<file path="config.mk">
export PLATFORM = sky130hd
export DESIGN_NAME = dns_name_label_encoder_top_flat
export DESIGN_NICKNAME = d
export VERILOG_FILES = /design/src/design/dnsl_pkg.sv /design/src/design/dnsl_if.sv /design/src/design/dns_name_label_encoder_top.sv /design/src/flat_wrapper.sv
export VERILOG_INCLUDE_DIRS = /design/src /design/src/design
export SDC_FILE = /design/constraint.sdc
export NUM_CORES = 1
export LEC_CHECK = 0
export BUFFER_PORTS_ARGS = -buffer_cell sky130_fd_sc_hd__buf_2
export CAP_MARGIN = 30
export CORE_AREA = 5 5 212 214
export CTS_CLUSTER_SIZE = 12
export DETAILED_ROUTE_END_ITERATION = 7
export DIE_AREA = 0 0 217 219
export PLACE_DENSITY = 0.75
export SETUP_SLACK_MARGIN = 0.2
export SYNTH_ARGS = -nofsm -noshare
export SYNTH_HDL_FRONTEND = slang
export SYNTH_SLANG_ARGS = --single-unit
export TNS_END_PERCENT = 100
</file>
<file path="constraint.sdc">
create_clock -name clock -period 3.1 [get_ports clock]
set_input_delay 0.31 -clock clock [delete_from_list [all_inputs] [get_ports clock]]
set_output_delay 0.31 -clock clock [all_outputs]
set_load 0.01 [all_outputs]
</file>
<file path="src/design/dns_name_label_encoder_top_assert.svh">
// Assertion macros for the DNS name label encoder.
// Depends on signals named clock and reset in the including module.
`ifndef DNS_NAME_LABEL_ENCODER_TOP_ASSERT_SVH
`define DNS_NAME_LABEL_ENCODER_TOP_ASSERT_SVH

// Check a condition in the same cycle as its trigger.
`define DNSL_ASSERT_NOW(label, trig, cond, msg) \
   label: assert property (@(posedge clock) disable iff (reset) (trig) |-> (cond)) \
      else $error(msg);

// Check a condition in the cycle after its trigger.
`define DNSL_ASSERT_NEXT(label, trig, cond, msg) \
   label: assert property (@(posedge clock) disable iff (reset) (trig) |=> (cond)) \
      else $error(msg);

`endif

</file>
<file path="src/design/dnsl_pkg.sv">
// Shared types and constants for the DNS name label encoder.
// No dependencies.
`timescale 1ns / 1ps

package dnsl_pkg;

   localparam int MAX_LABEL_DEFAULT = 62;
   localparam int CHAR_W            = 8;
   localparam int LEN_W             = 6;

   localparam logic [CHAR_W-1:0] DOT_CHAR = 8'd46;

   localparam logic OP_CHAR = 1'b0;
   localparam logic OP_END  = 1'b1;

   typedef enum logic [1:0] {
      S_IDLE,
      S_LEN,
      S_DATA,
      S_TERM
   } state_type;

endpackage

</file>
<file path="src/design/dnsl_if.sv">
// Valid/ready channel interfaces for the request and response streams.
// Depends on dnsl_pkg for field widths.
`timescale 1ns / 1ps

interface dnsl_req_if;
   logic                        valid;
   logic                        ready;
   logic                        op;
   logic [dnsl_pkg::CHAR_W-1:0] char_code;

   modport source (output valid, output op, output char_code, input ready);
   modport sink   (input valid, input op, input char_code, output ready);
endinterface

interface dnsl_rsp_if;
   logic                        valid;
   logic                        ready;
   logic [dnsl_pkg::CHAR_W-1:0] out_byte;
   logic                        run_end;
   logic                        label_overflow;

   modport source (output valid, output out_byte, output run_end, output label_overflow,
                   input ready);
   modport sink   (input valid, input out_byte, input run_end, input label_overflow,
                   output ready);
endinterface

</file>
<file path="src/design/dns_name_label_encoder_top.sv">
// DNS name label encoder: character stream in, DNS wire-form bytes out.
// Depends on dnsl_pkg, dnsl_if and dns_name_label_encoder_top_assert.svh.
//
// A character that is not a dot is written to the label buffer and gives no
// output. A dot is accepted, then emits n+1 bytes (length, then the n buffered
// characters) at one byte per cycle while the response side is ready; an end
// item emits n+2 bytes, the last being the zero terminator. The single read
// port of the label buffer sets the one-byte-per-cycle output rate. New items
// are taken only while no label is being emitted, though the output register
// may still hold the last byte. Characters past MAX_LABEL are dropped and flag
// label_overflow on every byte until the name ends. No clearing pass is needed.
`timescale 1ns / 1ps
`include "dns_name_label_encoder_top_assert.svh"

module dns_name_label_encoder_top #(
   parameter int MAX_LABEL = dnsl_pkg::MAX_LABEL_DEFAULT
) (
   input  logic            clock,
   input  logic            reset,
   dnsl_req_if.sink        req_ch,
   dnsl_rsp_if.source      rsp_ch
);

   localparam int CNT_W  = $clog2(MAX_LABEL + 1);
   localparam int ADDR_W = (MAX_LABEL > 1) ? $clog2(MAX_LABEL) : 1;
   localparam logic [CNT_W-1:0] LIMIT = CNT_W'(MAX_LABEL);

   logic [dnsl_pkg::CHAR_W-1:0] buf_mem [MAX_LABEL];

   dnsl_pkg::state_type state_ff, state_in;
   logic [CNT_W-1:0]    count_ff, count_in;
   logic [CNT_W-1:0]    idx_ff, idx_in;
   logic                ovf_ff, ovf_in;
   logic                is_end_ff, is_end_in;

   logic                        rsp_valid_ff, rsp_valid_in;
   logic [dnsl_pkg::CHAR_W-1:0] rsp_byte_ff, rsp_byte_in;
   logic                        rsp_end_ff, rsp_end_in;
   logic                        rsp_ovf_ff, rsp_ovf_in;

   logic [dnsl_pkg::CHAR_W-1:0] rd_data_ff;
   logic [ADDR_W-1:0]           rd_addr;
   logic                        wr_en;

   logic req_xfer;
   logic out_free;
   logic is_dot;
   logic last_char;

   assign req_ch.ready = (state_ff == dnsl_pkg::S_IDLE);
   assign req_xfer     = req_ch.valid && req_ch.ready;
   assign out_free     = !rsp_valid_ff || rsp_ch.ready;
   assign is_dot       = (req_ch.char_code == dnsl_pkg::DOT_CHAR);
   assign last_char    = (idx_ff == count_ff - CNT_W'(1));

   assign rsp_ch.valid          = rsp_valid_ff;
   assign rsp_ch.out_byte       = rsp_byte_ff;
   assign rsp_ch.run_end        = rsp_end_ff;
   assign rsp_ch.label_overflow = rsp_ovf_ff;

   // next state
   always_comb begin
      state_in = state_ff;
      case (state_ff)
         dnsl_pkg::S_IDLE: begin
            if (req_xfer && (req_ch.op == dnsl_pkg::OP_END || is_dot)) begin
               state_in = dnsl_pkg::S_LEN;
            end
         end
         dnsl_pkg::S_LEN: begin
            if (out_free) begin
               if (count_ff != '0) begin
                  state_in = dnsl_pkg::S_DATA;
               end else if (is_end_ff) begin
                  state_in = dnsl_pkg::S_TERM;
               end else begin
                  state_in = dnsl_pkg::S_IDLE;
               end
            end
         end
         dnsl_pkg::S_DATA: begin
            if (out_free && last_char) begin
               state_in = is_end_ff ? dnsl_pkg::S_TERM : dnsl_pkg::S_IDLE;
            end
         end
         dnsl_pkg::S_TERM: begin
            if (out_free) begin
               state_in = dnsl_pkg::S_IDLE;
            end
         end
         default: state_in = dnsl_pkg::S_IDLE;
      endcase
   end

   // datapath and outputs
   always_comb begin
      count_in     = count_ff;
      idx_in       = idx_ff;
      ovf_in       = ovf_ff;
      is_end_in    = is_end_ff;
      wr_en        = 1'b0;
      rsp_valid_in = rsp_valid_ff && !rsp_ch.ready;
      rsp_byte_in  = rsp_byte_ff;
      rsp_end_in   = rsp_end_ff;
      rsp_ovf_in   = rsp_ovf_ff;
      case (state_ff)
         dnsl_pkg::S_IDLE: begin
            idx_in = '0;
            if (req_xfer) begin
               if (req_ch.op == dnsl_pkg::OP_END) begin
                  is_end_in = 1'b1;
               end else if (is_dot) begin
                  is_end_in = 1'b0;
               end else if (count_ff < LIMIT) begin
                  wr_en    = 1'b1;
                  count_in = count_ff + CNT_W'(1);
               end else begin
                  ovf_in = 1'b1;
               end
            end
         end
         dnsl_pkg::S_LEN: begin
            if (out_free) begin
               rsp_valid_in = 1'b1;
               rsp_byte_in  = dnsl_pkg::CHAR_W'(count_ff);
               rsp_end_in   = (count_ff == '0) && !is_end_ff;
               rsp_ovf_in   = ovf_ff;
            end
         end
         dnsl_pkg::S_DATA: begin
            if (out_free) begin
               rsp_valid_in = 1'b1;
               rsp_byte_in  = rd_data_ff;
               rsp_end_in   = last_char && !is_end_ff;
               rsp_ovf_in   = ovf_ff;
               idx_in       = idx_ff + CNT_W'(1);
               if (last_char) begin
                  count_in = '0;
               end
            end
         end
         dnsl_pkg::S_TERM: begin
            if (out_free) begin
               rsp_valid_in = 1'b1;
               rsp_byte_in  = '0;
               rsp_end_in   = 1'b1;
               rsp_ovf_in   = ovf_ff;
               ovf_in       = 1'b0;
            end
         end
         default: begin
            count_in = '0;
            ovf_in   = 1'b0;
         end
      endcase
      if (state_in == dnsl_pkg::S_IDLE && state_ff != dnsl_pkg::S_IDLE) begin
         count_in = '0;
      end
   end

   // read ahead at the next index so rd_data_ff always holds entry idx_ff
   assign rd_addr = (idx_in < LIMIT) ? idx_in[ADDR_W-1:0] : '0;

   always_ff @(posedge clock) begin
      if (wr_en) begin
         buf_mem[count_ff[ADDR_W-1:0]] <= req_ch.char_code;
      end
      rd_data_ff <= buf_mem[rd_addr];
   end

   always_ff @(posedge clock) begin
      if (reset) begin
         state_ff     <= dnsl_pkg::S_IDLE;
         count_ff     <= '0;
         idx_ff       <= '0;
         ovf_ff       <= 1'b0;
         is_end_ff    <= 1'b0;
         rsp_valid_ff <= 1'b0;
      end else begin
         state_ff     <= state_in;
         count_ff     <= count_in;
         idx_ff       <= idx_in;
         ovf_ff       <= ovf_in;
         is_end_ff    <= is_end_in;
         rsp_valid_ff <= rsp_valid_in;
      end
   end

   always_ff @(posedge clock) begin
      rsp_byte_ff <= rsp_byte_in;
      rsp_end_ff  <= rsp_end_in;
      rsp_ovf_ff  <= rsp_ovf_in;
   end

   `DNSL_ASSERT_NOW(a_count_range, 1'b1, count_ff <= LIMIT,
      "label count above limit")
   `DNSL_ASSERT_NOW(a_idx_in_label, state_ff == dnsl_pkg::S_DATA, idx_ff < count_ff,
      "read index past label end")
   `DNSL_ASSERT_NEXT(a_name_end_clears, state_ff == dnsl_pkg::S_TERM && out_free,
      !ovf_ff && count_ff == '0 && state_ff == dnsl_pkg::S_IDLE,
      "state not cleared after name end")
   `DNSL_ASSERT_NEXT(a_len_loads_out, state_ff == dnsl_pkg::S_LEN && out_free,
      rsp_valid_ff && rsp_byte_ff == dnsl_pkg::CHAR_W'($past(count_ff)),
      "length byte not loaded")

endmodule

</file>
<file path="src/flat_wrapper.sv">
// flat-port wrapper written by rule: the top's interface ports become plain ports
module dns_name_label_encoder_top_flat 
#(
   parameter int MAX_LABEL = dnsl_pkg::MAX_LABEL_DEFAULT
)
  (clock, reset, req_ch_valid, req_ch_op, req_ch_char_code, req_ch_ready, rsp_ch_valid, rsp_ch_out_byte, rsp_ch_run_end, rsp_ch_label_overflow, rsp_ch_ready);
  dnsl_req_if req_ch_i ();
  dnsl_rsp_if rsp_ch_i ();
  input  logic clock;
  input  logic reset;
  input wire logic [$bits(req_ch_i.valid)-1:0] req_ch_valid;
  input wire logic [$bits(req_ch_i.op)-1:0] req_ch_op;
  input wire logic [$bits(req_ch_i.char_code)-1:0] req_ch_char_code;
  output wire logic [$bits(req_ch_i.ready)-1:0] req_ch_ready;
  output wire logic [$bits(rsp_ch_i.valid)-1:0] rsp_ch_valid;
  output wire logic [$bits(rsp_ch_i.out_byte)-1:0] rsp_ch_out_byte;
  output wire logic [$bits(rsp_ch_i.run_end)-1:0] rsp_ch_run_end;
  output wire logic [$bits(rsp_ch_i.label_overflow)-1:0] rsp_ch_label_overflow;
  input wire logic [$bits(rsp_ch_i.ready)-1:0] rsp_ch_ready;
  assign req_ch_i.valid = req_ch_valid;
  assign req_ch_i.op = req_ch_op;
  assign req_ch_i.char_code = req_ch_char_code;
  assign req_ch_ready = req_ch_i.ready;
  assign rsp_ch_valid = rsp_ch_i.valid;
  assign rsp_ch_out_byte = rsp_ch_i.out_byte;
  assign rsp_ch_run_end = rsp_ch_i.run_end;
  assign rsp_ch_label_overflow = rsp_ch_i.label_overflow;
  assign rsp_ch_i.ready = rsp_ch_ready;
  dns_name_label_encoder_top #(.MAX_LABEL(MAX_LABEL)) u_core (.clock(clock), .reset(reset), .req_ch(req_ch_i), .rsp_ch(rsp_ch_i));
endmodule
</file>
* Yosys cells after proc, flatten, opt, wreduce, memory -nomap -nowiden
Memories as Yosys holds them, arrays and structs flattened. A register that Yosys moved wholly into a read port is not among the register bits.
Cells that the tools add are included.
** Cells by class
- $lt $le $gt $ge :: 2
- Reductions and logical operators :: 28
- Muxes and demuxes :: 42
- Eq/ne operators :: 14
- $add $sub $neg :: 3
** Operators with widths (count)
- two-way mux 6 bit :: 8
- two-way mux 8 bit :: 3
- case mux 6 bit (2 select lines) :: 2
- case mux 8 bit (3 select lines) :: 1
- two-way mux 1 bit :: 19
- adder 6 x 1 -> 6 bit (second input constant) :: 2
- < comparator 6 bit (second input constant) :: 2
- two-way mux 2 bit :: 6
- != test 2 bit (second input constant) :: 5
- equality test 8 x 6 -> 1 bit (second input constant) :: 1
- != test 2 x 1 -> 1 bit (second input constant) :: 4
- case mux 2 bit (4 select lines) :: 1
- nonzero test 2 bit :: 4
- logical AND 1 bit :: 7
- AND reduction 7 bit :: 1
- equality test 6 bit :: 1
- logical NOT 6 bit :: 1
- AND reduction 6 bit :: 1
- nonzero test 6 bit :: 1
- subtractor 6 x 1 -> 6 bit (second input constant) :: 1
- equality test 2 bit (second input constant) :: 2
- logical NOT 2 bit :: 2
- AND reduction 4 bit :: 1
- logical NOT 1 bit :: 3
- other kinds (9) :: 10
** Word-level totals
- Input port bits :: 13
- RAM bits :: 496
- Memories :: 1
- Word-level logic and storage cells :: 99
- Flip-flop bits (word level) :: 27
** Memory list
- u_core.buf_mem :: words 62, width 8, rd ports 1, clocked after memory_dff 1, write ports 1, RTL line dns_name_label_encoder_top.sv:28 : logic [dnsl_pkg::CHAR_W-1:0] buf_mem [MAX_LABEL];

* Depth between registers and ports, before layout
- Word-level depth :: 8
- Mapped depth :: 12

* Worst setup path after synthesis
No wires, ideal clock.
- Path kind :: flip-flop to flip-flop
- Start point :: reg u_core.idx_ff[1]
- End point :: reg u_core.rd_data_ff[6] (netlist name), read port of u_core.buf_mem
- Data arrival time :: 2.521 ns
- Slack :: 0.450 ns
- Cell stages (with the launch flop) :: 11
- Clock period less this slack :: 2.650 ns
- Library setup time :: 0.129 ns
- Cell sequence :: dfxtp_1 -> ha_1 -> inv_2 -> or4_4 -> a32oi_4 -> a31oi_1 -> buf_4 -> o221ai_2 -> nor2_1 -> a2111oi_4 -> nor4b_2
** Between the ends
- Cells in the longest elaborated chain, start to end :: 5
** RTL lines
- start, declared :: RTL line dns_name_label_encoder_top.sv:32 : logic [CNT_W-1:0] idx_ff, idx_in;
- start signal, assigned :: RTL line dns_name_label_encoder_top.sv:182 : idx_ff <= idx_in;
- adder 6 x 1 -> 6 bit :: RTL line dns_name_label_encoder_top.sv:136 : idx_in = idx_ff + CNT_W'(1);
- two-way mux 6 bit :: RTL line dns_name_label_encoder_top.sv:131 : if (out_free) begin
- case mux 6 bit (2 select lines) * :: RTL line dns_name_label_encoder_top.sv:106 : case (state_ff)
- < comparator 6 bit :: RTL line dns_name_label_encoder_top.sv:162 : assign rd_addr = (idx_in < LIMIT) ? idx_in[ADDR_W-1:0] : '0;
- two-way mux 6 bit * :: RTL line dns_name_label_encoder_top.sv:162
- end, declared :: RTL line dns_name_label_encoder_top.sv:41 : logic [dnsl_pkg::CHAR_W-1:0] rd_data_ff;
Mark *: on every way between the ends. The rest lies on a longest branch, timed or not.
A chain may end at the register's enable or synchronous reset.

* Worst setup path after layout
- Start point :: reg u_core.idx_ff[0]
- End point :: reg u_core.rd_data_ff[4] (netlist name), read port of u_core.buf_mem
Same word-level chain as after synthesis.

==> impl_metrics.tcl <==
set metrics [dict create \
    status "completed" \
    postSynth.topFlopCell "sky130_fd_sc_hd__edfxtp_1" \
    design.portCount 25 \
    dr_vias 13800 \
    post_synth.cell_area_avg_um2 14.7 \
    switching_share_pct 20.0 \
    via_density_per_instance 6.54 \
    most_common_cell_after_layout_fill_and_taps_aside "sky130_fd_sc_hd__edfxtp_1" \
    grt.overflow.total 0 \
    number_of_antenna_violations_at_the_first_check_in_global_routing 1 \
    finish.net_count 1541 \
    layout-area-overhead-vs-synth_pct 16.0 \
    worstPathRequired_ns 3.57 \
    power.switching_mw 2.79 \
    multiInputGateArea_um2 5490 \
    yosysWarnings 0 \
    post_cts_hold_buffer_count 0 \
    pwr-share-clk_pct 41.4 \
    timing.final.crit_period_ns 2.89 \
    power.density_cell_area_nw_per_um2 568 \
    die_x_um 217 \
    max_cap_viol_count 0 \
    report.final.setup_viol 0 \
    detailedPlacementHpwl_mm 34.3 \
    cts.path.max_buffers 3 \
    mostFrequentLayoutCells "506 x sky130_fd_sc_hd__edfxtp_1, 137 x sky130_fd_sc_hd__nand2_1, 88 x sky130_fd_sc_hd__nor2_1, 84 x sky130_fd_sc_hd__o22ai_1, 69 x sky130_fd_sc_hd__buf_4" \
    sequential_cell_area_um2 15700 \
    endpoint_kind_of_the_worst_setup_timing_path "register" \
    synth_fp_nets 1453 \
    timing.final.crit_share_pct 93.3 \
    netlist-cell-type-count 85 \
    grt_usage_pct 22.9 \
    post-route-drc-count 0 \
    clk_pin_slew_worst_paths_ns 0.06 \
    hold_viol_final 0 \
    cts_buffers 52 \
    totalPowerFinal_mw 14.0 \
    initial_core_util_pct 49.6 \
    total_leakage_power_nw 7.83 \
    r2r_cells 11 \
    timing.final.max_slew_violations 0 \
    synth_edf_count 506 \
    antenna_left 0 \
    netlist_area_um2 21200 \
    slew-limit-headroom_pct 22.3 \
    max_h_tree_level 2 \
    drt-total-wl_mm 56.7 \
    clkLatencyLatePin_ns 0.59 \
    synth-async-reset-ratio_pct 0 \
    dpl_cell_area_um2 22400 \
    height_of_the_chip_um 219 \
    min-delay-path-class "primary input to register" \
    post_drt_wl_per_cell_um 26.9 \
    numClockSinks 531 \
    core_region_area_um2 42700 \
    critPathKind "register to register" \
    place.detailed.instances 1999 \
    detailedRoute.firstPassIterationCount 7 \
    power.sequential.fraction_pct 56.5 \
    min_delay_path_depth 3 \
    via_count_of_the_first_global_routing_pass 13100 \
    cellInternalPower_mw 11.2 \
    final_layout_size_suffix_gt1_share_pct 20.2 \
    tightestPinTransition_ns 1.16 \
    grt_setup_unrepaired "true" \
    port-buffer-count 24 \
    critPathMaxFanout 39 \
    fp.dieArea_um2 47500 \
    stdcell_count 2105 \
    grt_first_pass_wirelength_mm 82.2 \
    setup_total_negative_slack_ns 0 \
    clk_root_buffer_cell "sky130_fd_sc_hd__clkbuf_16" \
    fraction_of_power_consumed_by_combinational_cells_pct 2.1 \
    critPathLaunchType "register" \
    fin_worst_skew_ns 0.0240 \
    post-route-cell-area_um2 24600 \
    nFillCells 3150 \
    max-vdd-ir-drop_uv 427 \
    tritoncts "built" \
    syn_inst 1437 \
    synth_seq_cells 531 \
    ys_seq_area_share_pct 74.1 \
    gp_routability_congestion 0.910 \
    dr.first_iter.drc_count 2407 \
    placement_rows 76 \
    data_arrival_at_the_endpoint_of_the_critical_path_ns 3.36 \
    grt_start_max_net_pins 63 \
    fmax_ghz 0.346 \
]
## metal layers
layer  vias to the layer above  wire (um)  track usage [%]
li1                       5857          -                -
met1                      6827      21300             31.6
met2                       928      26500             36.3
met3                       151       6770             5.19
met4                         0       2080             8.26
met5                         -          0                0
## cells by family after synthesis
| group | Yosys count | share of synthesized area (%) |
|---|---|---|
| AOI/OAI and AO/OA | 349 | 12.2 |
| adders and majority gates | 3 | 0.177 |
| DFF | 531 | 74.1 |
| xor gates and xnor gates | 9 | 0.372 |
| and+or+nand+nor | 399 | 8.50 |
| muxes | 47 | 2.36 |
| buffers and inverters | 99 | 2.27 |
## power groups by stage
stage	clock, mW	combinational, mW	sequential (mW)
floorplan	0	0.0770	8.03
global placement	0	0.268	8.03
detailed placement	0	0.273	8.03
CTS	5.80	0.276	7.88
global route	6.17	0.306	7.88
finish	5.78	0.292	7.88
## critical path, cell delays in order, from the launching register on
cell	delay, ns
sky130_fd_sc_hd__dfxtp_4	0.36
sky130_fd_sc_hd__ha_4	0.26
sky130_fd_sc_hd__nand2_1	0.10
sky130_fd_sc_hd__or3_4	0.42
sky130_fd_sc_hd__a21oi_2	0.28
sky130_fd_sc_hd__o21ai_4	0.10
sky130_fd_sc_hd__buf_12	0.16
sky130_fd_sc_hd__buf_12	0.17
sky130_fd_sc_hd__o221ai_1	0.28
sky130_fd_sc_hd__o21ai_1	0.22
sky130_fd_sc_hd__nor3_4	0.33
sky130_fd_sc_hd__nor4_4	0.07
## flip-flops by register name, summed over array words and instances (netlist names)
name	cells
u_core.buf_mem	496
u_core.count_ff	6
u_core.idx_ff	6
u_core.is_end_ff	1
u_core.ovf_ff	1
u_core.rd_data_ff	8
u_core.rsp_ch.label_overflow	1
u_core.rsp_ch.out_byte	8
u_core.rsp_ch.run_end	1
u_core.rsp_ch.valid	1
u_core.state_ff	2
## through the flow
stage | setup slack [ns] | hold WS (ns) | utilization (%)
6_report | 0.208 | 0.0621 | 57.6
3_5_place_dp | -0.102 | 0.469 | 52.4
5_1_grt | 0.0963 | 0.0746 | 57.6
4_1_cts | 0.0811 | 0.0403 | 56.6
2_1_floorplan | 0.450 | 0.409 | -
3_3_place_gp | -0.905 | 0.466 | 52.4
## cell type report
cell class	count	share of cell area, %
Timing Repair Buffer	120	4.61
Clock inverter	8	0.387
Inverter	12	0.183
Antenna cell	1	0.0102
Tap cell	546	2.78
Multi-Input combinational cell	808	22.3
Sequential cell	531	63.9
Clock buffer	79	5.79
## path summary, 6_finish.rpt
check / start / end / slack (ns)
worst max register to register: u_core.idx_ff[0]$_SDFF_PP0_ / u_core.rd_data_ff[4]$_DFF_P_ / 0.21
worst min-delay path: req_ch_op / u_core.is_end_ff$_SDFFE_PP0P_ / 0.06
worst min register to register: u_core.ovf_ff$_SDFFE_PP0P_ / u_core.rsp_ch.label_overflow$_DFFE_PP_ / 0.48
worst max-delay path: u_core.idx_ff[0]$_SDFF_PP0_ / u_core.rd_data_ff[4]$_DFF_P_ / 0.21
## Yosys cell counts (all sizes together) (25+ instances only)
cell    number  area share [%]
nand3       32            0.78
o221ai      50             2.1
dfxtp       25             2.4
buf         55             1.5
nor3        63             1.6
o21ai       72             1.8
edfxtp     506              72
nand2      140             2.5
o22ai       84             2.5
o211ai      27             1.1
clkbuf      32            0.57
nor2       123             2.2
## repair_timing
item / 4_1_cts / 5_1_grt
endpoints found under the setup margin: 200 / 413
setup buffers: 5 / 8
gates cloned: 1 / 3
pin swaps: 8 / 14
gates resized for setup: 44 / 76
No activity file was read; power rests on OpenSTA's default activity.
